$ cat config.mk
export PLATFORM = sky130hd
export DESIGN_NAME = sorted_priority_queue_unit
export DESIGN_NICKNAME = d
export VERILOG_FILES = /design/src/design/spq_pkg.sv /design/src/design/spq_datapath.sv /design/src/design/spq_controller.sv /design/src/design/sorted_priority_queue_unit.sv
export SDC_FILE = /design/constraint.sdc
export NUM_CORES = 2
export LEC_CHECK = 0
export BUFFER_PORTS_ARGS = -buffer_cell sky130_fd_sc_hd__buf_4
export CORE_ASPECT_RATIO = 1.5
export CORE_MARGIN = 2
export CORE_UTILIZATION = 45
export CTS_CLUSTER_DIAMETER = 30
export DETAILED_ROUTE_END_ITERATION = 12
export GPL_TIMING_DRIVEN = 0
export SLEW_MARGIN = 20
export SYNTH_ARGS = -nofsm -noshare
export SYNTH_HDL_FRONTEND = slang
export SYNTH_SLANG_ARGS = --single-unit
$ cat constraint.sdc
create_clock -name clk -period 7.4 [get_ports clk]
set_input_delay 0.74 -clock clk [delete_from_list [all_inputs] [get_ports clk]]
set_output_delay 0.74 -clock clk [all_outputs]
set_load 0.03 [all_outputs]
$ cat src/design/spq_pkg.sv
`timescale 1ns / 1ps
// ---------------------------------------------------------------------------
// spq_pkg
// Shared constants, codes and types of the sorted priority queue.
// ---------------------------------------------------------------------------
package spq_pkg;

    localparam int DEPTH_DEF     = 16;
    localparam int KEY_WIDTH_DEF = 32;

    // Action codes on the command port
    localparam logic [1:0] ACT_INSERT = 2'd0;
    localparam logic [1:0] ACT_REMOVE = 2'd1;
    localparam logic [1:0] ACT_DUMP   = 2'd2;

    // Result status codes
    localparam logic [1:0] STAT_OK         = 2'd0;
    localparam logic [1:0] STAT_UNDERFLOW  = 2'd1;
    localparam logic [1:0] STAT_OVERFLOW   = 2'd2;
    localparam logic [1:0] STAT_EMPTY_DUMP = 2'd3;

    typedef logic [2:0] dp_op_t;

    // Datapath operations issued by the controller
    localparam dp_op_t DP_NOP        = 3'd0;
    localparam dp_op_t DP_INSERT     = 3'd1;
    localparam dp_op_t DP_REMOVE     = 3'd2;
    localparam dp_op_t DP_OVERFLOW   = 3'd3;
    localparam dp_op_t DP_UNDERFLOW  = 3'd4;
    localparam dp_op_t DP_DUMP_EMPTY = 3'd5;
    localparam dp_op_t DP_DUMP_START = 3'd6;
    localparam dp_op_t DP_DUMP_NEXT  = 3'd7;

    // Datapath status seen by the controller
    typedef struct packed {
        logic empty;     // no key stored
        logic full;      // DEPTH keys stored
        logic single;    // exactly one key stored
        logic idx_last;  // dump pointer is on the final stored key
    } dp_status_t;

endpackage

$ cat src/design/spq_datapath.sv
`timescale 1ns / 1ps
// ---------------------------------------------------------------------------
// spq_datapath
// Row of compare-and-shift key cells, key count, dump pointer and the
// registered result ports.
// ---------------------------------------------------------------------------
module spq_datapath
    import spq_pkg::*;
#(
    parameter int DEPTH     = DEPTH_DEF,
    parameter int KEY_WIDTH = KEY_WIDTH_DEF,
    parameter int CNT_W     = $clog2(DEPTH + 1)
)
(
    input  logic                        clk,
    input  logic                        rst_n,
    input  dp_op_t                      op,
    input  logic signed [KEY_WIDTH-1:0] key,
    output dp_status_t                  dp_status,
    output logic                        result_valid,
    output logic        [1:0]           status,
    output logic signed [KEY_WIDTH-1:0] key_out,
    output logic        [CNT_W-1:0]     count,
    output logic                        last
);

    localparam int IDX_W = (DEPTH > 1) ? $clog2(DEPTH) : 1;

    logic signed [KEY_WIDTH-1:0] keys_reg  [DEPTH];
    logic signed [KEY_WIDTH-1:0] keys_next [DEPTH];
    logic signed [KEY_WIDTH-1:0] prev_key  [DEPTH];
    logic signed [KEY_WIDTH-1:0] up_key    [DEPTH];
    logic        [DEPTH-1:0]     gt;
    logic        [DEPTH-1:0]     prev_gt;

    logic [CNT_W-1:0] count_reg, count_next;
    logic [IDX_W-1:0] idx_reg, idx_next;
    logic [IDX_W-1:0] rd_idx;

    logic                        valid_reg, valid_next;
    logic [1:0]                  status_reg, status_next;
    logic signed [KEY_WIDTH-1:0] key_out_reg, key_out_next;
    logic [CNT_W-1:0]            cnt_out_reg, cnt_out_next;
    logic                        last_reg, last_next;

    // Each cell compares its own key with the new key; sorted order makes
    // gt a thermometer code over the valid cells.
    genvar g;
    generate
        for (g = 0; g < DEPTH; g++)
        begin : g_cell
            assign gt[g] = (CNT_W'(g) < count_reg) && (keys_reg[g] > key);

            if (g == 0)
            begin : g_head
                assign prev_gt[g]  = 1'b0;
                assign prev_key[g] = keys_reg[g];
            end
            else
            begin : g_body
                assign prev_gt[g]  = gt[g-1];
                assign prev_key[g] = keys_reg[g-1];
            end

            if (g == DEPTH - 1)
            begin : g_tail
                assign up_key[g] = keys_reg[g];
            end
            else
            begin : g_inner
                assign up_key[g] = keys_reg[g+1];
            end

            always_comb
            begin
                keys_next[g] = keys_reg[g];
                case (op)
                    DP_INSERT:
                    begin
                        if (CNT_W'(g) <= count_reg)
                        begin
                            if (prev_gt[g])
                                keys_next[g] = prev_key[g];
                            else if (gt[g] || (CNT_W'(g) == count_reg))
                                keys_next[g] = key;
                        end
                    end
                    DP_REMOVE:
                        keys_next[g] = up_key[g];
                    default:
                        keys_next[g] = keys_reg[g];
                endcase
            end
        end
    endgenerate

    assign dp_status.empty    = (count_reg == '0);
    assign dp_status.full     = (count_reg == CNT_W'(DEPTH));
    assign dp_status.single   = (count_reg == CNT_W'(1));
    assign dp_status.idx_last = ((CNT_W'(idx_reg) + CNT_W'(1)) == count_reg);

    assign rd_idx = (op == DP_DUMP_START) ? '0 : idx_reg;

    always_comb
    begin
        count_next   = count_reg;
        idx_next     = idx_reg;
        valid_next   = 1'b1;
        status_next  = STAT_OK;
        key_out_next = '0;
        last_next    = 1'b1;
        case (op)
            DP_INSERT:
                count_next = count_reg + CNT_W'(1);
            DP_REMOVE:
            begin
                count_next   = count_reg - CNT_W'(1);
                key_out_next = keys_reg[0];
            end
            DP_OVERFLOW:
                status_next = STAT_OVERFLOW;
            DP_UNDERFLOW:
                status_next = STAT_UNDERFLOW;
            DP_DUMP_EMPTY:
                status_next = STAT_EMPTY_DUMP;
            DP_DUMP_START, DP_DUMP_NEXT:
            begin
                key_out_next = keys_reg[rd_idx];
                last_next    = (op == DP_DUMP_START) ? dp_status.single
                                                     : dp_status.idx_last;
                idx_next     = rd_idx + IDX_W'(1);
            end
            default:
            begin
                valid_next = 1'b0;
                last_next  = 1'b0;
            end
        endcase
        cnt_out_next = count_next;
    end

    always_ff @(posedge clk)
    begin
        keys_reg <= keys_next;
    end

    always_ff @(posedge clk or negedge rst_n)
    begin
        if (!rst_n)
        begin
            count_reg <= '0;
            idx_reg   <= '0;
            valid_reg <= 1'b0;
        end
        else
        begin
            count_reg <= count_next;
            idx_reg   <= idx_next;
            valid_reg <= valid_next;
        end
    end

    // Hold result payload only when a result is produced
    always_ff @(posedge clk)
    begin
        if (valid_next)
        begin
            status_reg  <= status_next;
            key_out_reg <= key_out_next;
            cnt_out_reg <= cnt_out_next;
            last_reg    <= last_next;
        end
    end

    assign result_valid = valid_reg;
    assign status       = status_reg;
    assign key_out      = key_out_reg;
    assign count        = cnt_out_reg;
    assign last         = last_reg;

endmodule

$ cat src/design/spq_controller.sv
`timescale 1ns / 1ps
// ---------------------------------------------------------------------------
// spq_controller
// Decodes accepted transactions into datapath operations and sequences
// the multi-cycle dump.
// ---------------------------------------------------------------------------
module spq_controller
    import spq_pkg::*;
(
    input  logic       clk,
    input  logic       rst_n,
    input  logic       start,
    input  logic [1:0] action,
    input  dp_status_t dp_status,
    output dp_op_t     op,
    output logic       busy
);

    localparam logic ST_IDLE = 1'b0;
    localparam logic ST_DUMP = 1'b1;

    logic state_reg, state_next;

    assign busy = (state_reg == ST_DUMP);

    always_comb
    begin
        op         = DP_NOP;
        state_next = state_reg;
        case (state_reg)
            ST_IDLE:
            begin
                if (start)
                begin
                    case (action)
                        ACT_INSERT:
                            op = dp_status.full ? DP_OVERFLOW : DP_INSERT;
                        ACT_REMOVE:
                            op = dp_status.empty ? DP_UNDERFLOW : DP_REMOVE;
                        ACT_DUMP:
                        begin
                            if (dp_status.empty)
                                op = DP_DUMP_EMPTY;
                            else
                            begin
                                op = DP_DUMP_START;
                                if (!dp_status.single)
                                    state_next = ST_DUMP;
                            end
                        end
                        default:
                            op = DP_NOP;  // undefined action: drop it
                    endcase
                end
            end
            ST_DUMP:
            begin
                op = DP_DUMP_NEXT;
                if (dp_status.idx_last)
                    state_next = ST_IDLE;
            end
            default:
                state_next = ST_IDLE;
        endcase
    end

    always_ff @(posedge clk or negedge rst_n)
    begin
        if (!rst_n)
            state_reg <= ST_IDLE;
        else
            state_reg <= state_next;
    end

endmodule

$ cat src/design/sorted_priority_queue_unit.sv
`timescale 1ns / 1ps
// ---------------------------------------------------------------------------
// sorted_priority_queue_unit
// Min priority queue of up to DEPTH signed keys kept in nondecreasing order.
// The first result appears in the cycle after its transaction is accepted;
// further dump keys follow one per cycle. Insert and remove are done by
// the compare-and-shift key row and never raise busy; a dump of more than
// one key keeps busy high until its final key is emitted, and emits one key
// per cycle. Results cannot be stalled by the receiver.
// Reset clears the key count and control state; key cells are not cleared.
// ---------------------------------------------------------------------------
module sorted_priority_queue_unit
    import spq_pkg::*;
#(
    parameter int DEPTH     = DEPTH_DEF,
    parameter int KEY_WIDTH = KEY_WIDTH_DEF,
    parameter int CNT_W     = $clog2(DEPTH + 1)
)
(
    input  logic                        clk,
    input  logic                        rst_n,
    input  logic                        start,
    output logic                        busy,
    input  logic        [1:0]           action,
    input  logic signed [KEY_WIDTH-1:0] key,
    output logic                        result_valid,
    output logic        [1:0]           status,
    output logic signed [KEY_WIDTH-1:0] key_out,
    output logic        [CNT_W-1:0]     count,
    output logic                        last
);

    dp_op_t     op;
    dp_status_t dp_status;

    spq_controller u_ctrl
    (
        .clk       (clk),
        .rst_n     (rst_n),
        .start     (start),
        .action    (action),
        .dp_status (dp_status),
        .op        (op),
        .busy      (busy)
    );

    spq_datapath
    #(
        .DEPTH     (DEPTH),
        .KEY_WIDTH (KEY_WIDTH),
        .CNT_W     (CNT_W)
    )
    u_dp
    (
        .clk          (clk),
        .rst_n        (rst_n),
        .op           (op),
        .key          (key),
        .dp_status    (dp_status),
        .result_valid (result_valid),
        .status       (status),
        .key_out      (key_out),
        .count        (count),
        .last         (last)
    );

endmodule
==> flow_metrics.tcl <==
set metrics [dict create \
    cts_tree "done" \
    hold_class "primary input to asynchronous set/reset pin" \
    wl_met3_mm 19.5 \
    pre_cts_ws_ps 696 \
    clk_latency_ps 780 \
    period_share 0.956 \
    slowest_delay_ps 890 \
    largest_reg_flops 512 \
    cts.repair.resized 0 \
    path_clk_slew_ps 50 \
    rows 139 \
    cellInternalPower_w 0.0118 \
    final_max_slew_viol_count 0 \
    p_comb_frac 0.437 \
    ios 79 \
    ys_ff_latch 563 \
    gp_congestion 1.01 \
    path_cells "clkbuf_1, clkbuf_1, inv_1, ha_1, or4b_1, clkbuf_2, and3_1, clkbuf_1, clkbuf_1, clkbuf_1, clkbuf_1, o32a_2, buf_16" \
    fmax_mhz 141 \
    synth-edff-count 552 \
    power_switching_w 0.00911 \
    ys_async_sr_fraction 0.0195 \
    fillCellCount 8829 \
    synthCells 4683 \
    grt_setup_unrepaired "no" \
    p_seq_frac 0.260 \
    worst_pin_slew_ps 1350 \
    numClockSinks 563 \
    r2r_cells 13 \
    fin_ws_ps 328 \
    die_h_um 385 \
    crit_slowest_cell "clkbuf_1" \
    switching_share 0.436 \
    post_cts_buffers 0 \
    fp.dieW_um 258 \
    grtUsageTotal 0.428 \
    top_layer "met5" \
    path_class "register to register" \
    area_delta_synth_final_pct 17.7 \
    initial_utilization 0.454 \
    cp_max_fo 18 \
    p_clk_frac 0.303 \
    clk_path_buf_depth 3 \
    syn_nets 5238 \
    setup_viol_count_final 0 \
    power_density_mw_per_mm2 408 \
    regArea_mm2 0.0169 \
    fin_setup_tns_ps 0 \
    cts-root-buf "clkbuf_16" \
    ys_types 78 \
    numPortBuffers 77 \
    hpwl_mm 166 \
    wl_per_cell_um 34.1 \
    yosysWarnings 0 \
    drive_above_1_share 0.101 \
    p_leak_nw 20.5 \
    vias 42318 \
    synthesis.area_mm2 0.0435 \
    synth.avg_cell_area_um2 9.29 \
    grt_pass1_vias 40111 \
    rrSetupSlack_ps 330 \
    critPathLaunchType "register" \
    dr.pass1.iters 7 \
    htreeDepth 4 \
    wl_met2_mm 95.9 \
    drt-total-wl_mm 215 \
    reg2reg_to "u_dp.keys_reg[330]" \
    final_antenna_net_count 0 \
    relSlewSlack 0.103 \
    overflow 0 \
    yosys_most_used_dff "edfxtp_1" \
    ir_drop_uv 285 \
    core_mm2 0.0958 \
    cap_violations 0 \
    r2r_start "u_dp.count_reg[1]" \
    wl_met1_mm 75.7 \
    cp_common_cell "clkbuf_1" \
    cts-buffers-inserted 138 \
    grt_max_degree 42 \
    finalNetCount 5485 \
    grt_pass1_wl_mm 299 \
    final_hold_viol_count 0 \
    period_minus_slack_ps 7070 \
    final_common_cell "nand2_1" \
    crit_arrival_ps 7530 \
    skew_ps 34.7 \
    drc 0 \
    holdWs_ps 383 \
    outcome "finished, final reports clean" \
    multi_input_area_mm2 0.0253 \
    drt_iter0_drc 5601 \
    cp_data_required_time_ps 7850 \
    end_kind "register" \
    via_per_inst 6.70 \
    fp.dieArea_mm2 0.0993 \
    grt_antenna_before_repair 9 \
    final_cell_mix "1075 x nand2_1, 552 x edfxtp_1, 518 x ha_1" \
    synth_seq_area_share 0.387 \
]
timing repair:
item / in CTS / in global routing
endpoints found under the setup margin: 0 / 0
hold buffers: 1 / 0
hold endpoints to repair: 11 / 0
power by group through the flow:
stage | registers [W] | logic [W] | clock network (W)
global route | 0.00544 | 0.00952 | 0.00649
CTS | 0.00538 | 0.00871 | 0.00633
global placement | 0.00550 | 0.00837 | 0
detailed placement | 0.00543 | 0.00867 | 0
floorplan | 0.00529 | 0.00522 | 0
finish | 0.00543 | 0.00913 | 0.00634
stage by stage:
stage | util | instance area (um2) | instances | total power (W)
5_1_grt | 0.534 | 51200 | 6311 | 0.0214
2_1_floorplan | - | 43500 | 4683 | 0.0105
6_report | 0.535 | 51200 | 6315 | 0.0209
3_5_place_dp | 0.484 | 46400 | 6056 | 0.0141
3_3_place_gp | 0.477 | 45700 | 6029 | 0.0139
4_1_cts | 0.534 | 51200 | 6308 | 0.0204
synthesized netlist by cell type, types with 9 or more instances:
cell type,n,area [um2]
dfrtp_1,11,275
inv_1,73,274
nand2_1,1076,4040
buf_2,46,230
o21ai_0,436,2180
a211o_1,35,307
o211ai_1,24,180
o21ai_1,15,75.1
xnor2_1,9,78.8
and4_1,18,158
edfxtp_1,552,16600
a211oi_1,13,97.6
a21o_1,52,390
clkbuf_1,226,848
buf_1,17,63.8
nand4_1,95,594
ha_1,518,6480
mux2i_1,322,3220
nor2b_1,22,138
mux4_2,64,1440
nor4_1,22,138
a21oi_1,289,1450
o21a_1,14,105
nor3_1,20,100
nand3_1,239,1200
a31oi_1,144,901
buf_4,11,82.6
nor2_1,172,646
a221oi_1,15,131
routing by layer:
metal,up-vias,track usage
li1,18039,-
met1,20340,0.488
met2,2986,0.673
met3,947,0.0943
met4,6,0.388
met5,-,0
kinds of logic after synthesis:
group | share of synthesized area
XOR/XNOR | 0.00242
multiplexers | 0.109
AND/OR/NAND/NOR | 0.169
buffers and inverters | 0.0353
flip-flops | 0.387
AO/OA/AOI/OAI | 0.148
adder cells (fa/ha/maj) | 0.149
layout make-up:
cell class,count,share of cell area
Antenna cell,5,0.000244
Buffer,304,0.0250
Clock buffer,157,0.0705
Clock inverter,94,0.0224
Inverter,73,0.00535
Multi-Input combinational cell,3743,0.494
Sequential cell,563,0.329
Tap cell,1269,0.0310
Timing Repair Buffer,107,0.0227
worst max-delay path by stage:
| stage | from | end | slack [ps] | cells past startpoint |
|---|---|---|---|---|
| 2_1_floorplan | key[14] | u_dp.keys_reg[256] | 290 | 11 |
| 3_3_place_gp | key[5] | u_dp.keys_reg[424] | -2900 | 13 |
| 3_5_place_dp | u_dp.count_reg[1] | u_dp.keys_reg[344] | 700 | 13 |
| 4_1_cts | u_dp.count_reg[1] | u_dp.keys_reg[330] | 660 | 13 |
| 5_1_grt | u_dp.count_reg[1] | u_dp.keys_reg[330] | 380 | 13 |
| 6_report | u_dp.count_reg[1] | u_dp.keys_reg[330] | 330 | 13 |
worst max-delay path: cells and delay by family, from the launching register on:
kind / cells / cell delay (ps)
compound gates: 1 / 680
fa+ha+maj: 1 / 350
buf+inv: 9 / 4890
flops: 1 / 370
simple gates: 2 / 420
Power figures use the tool's default switching activity.
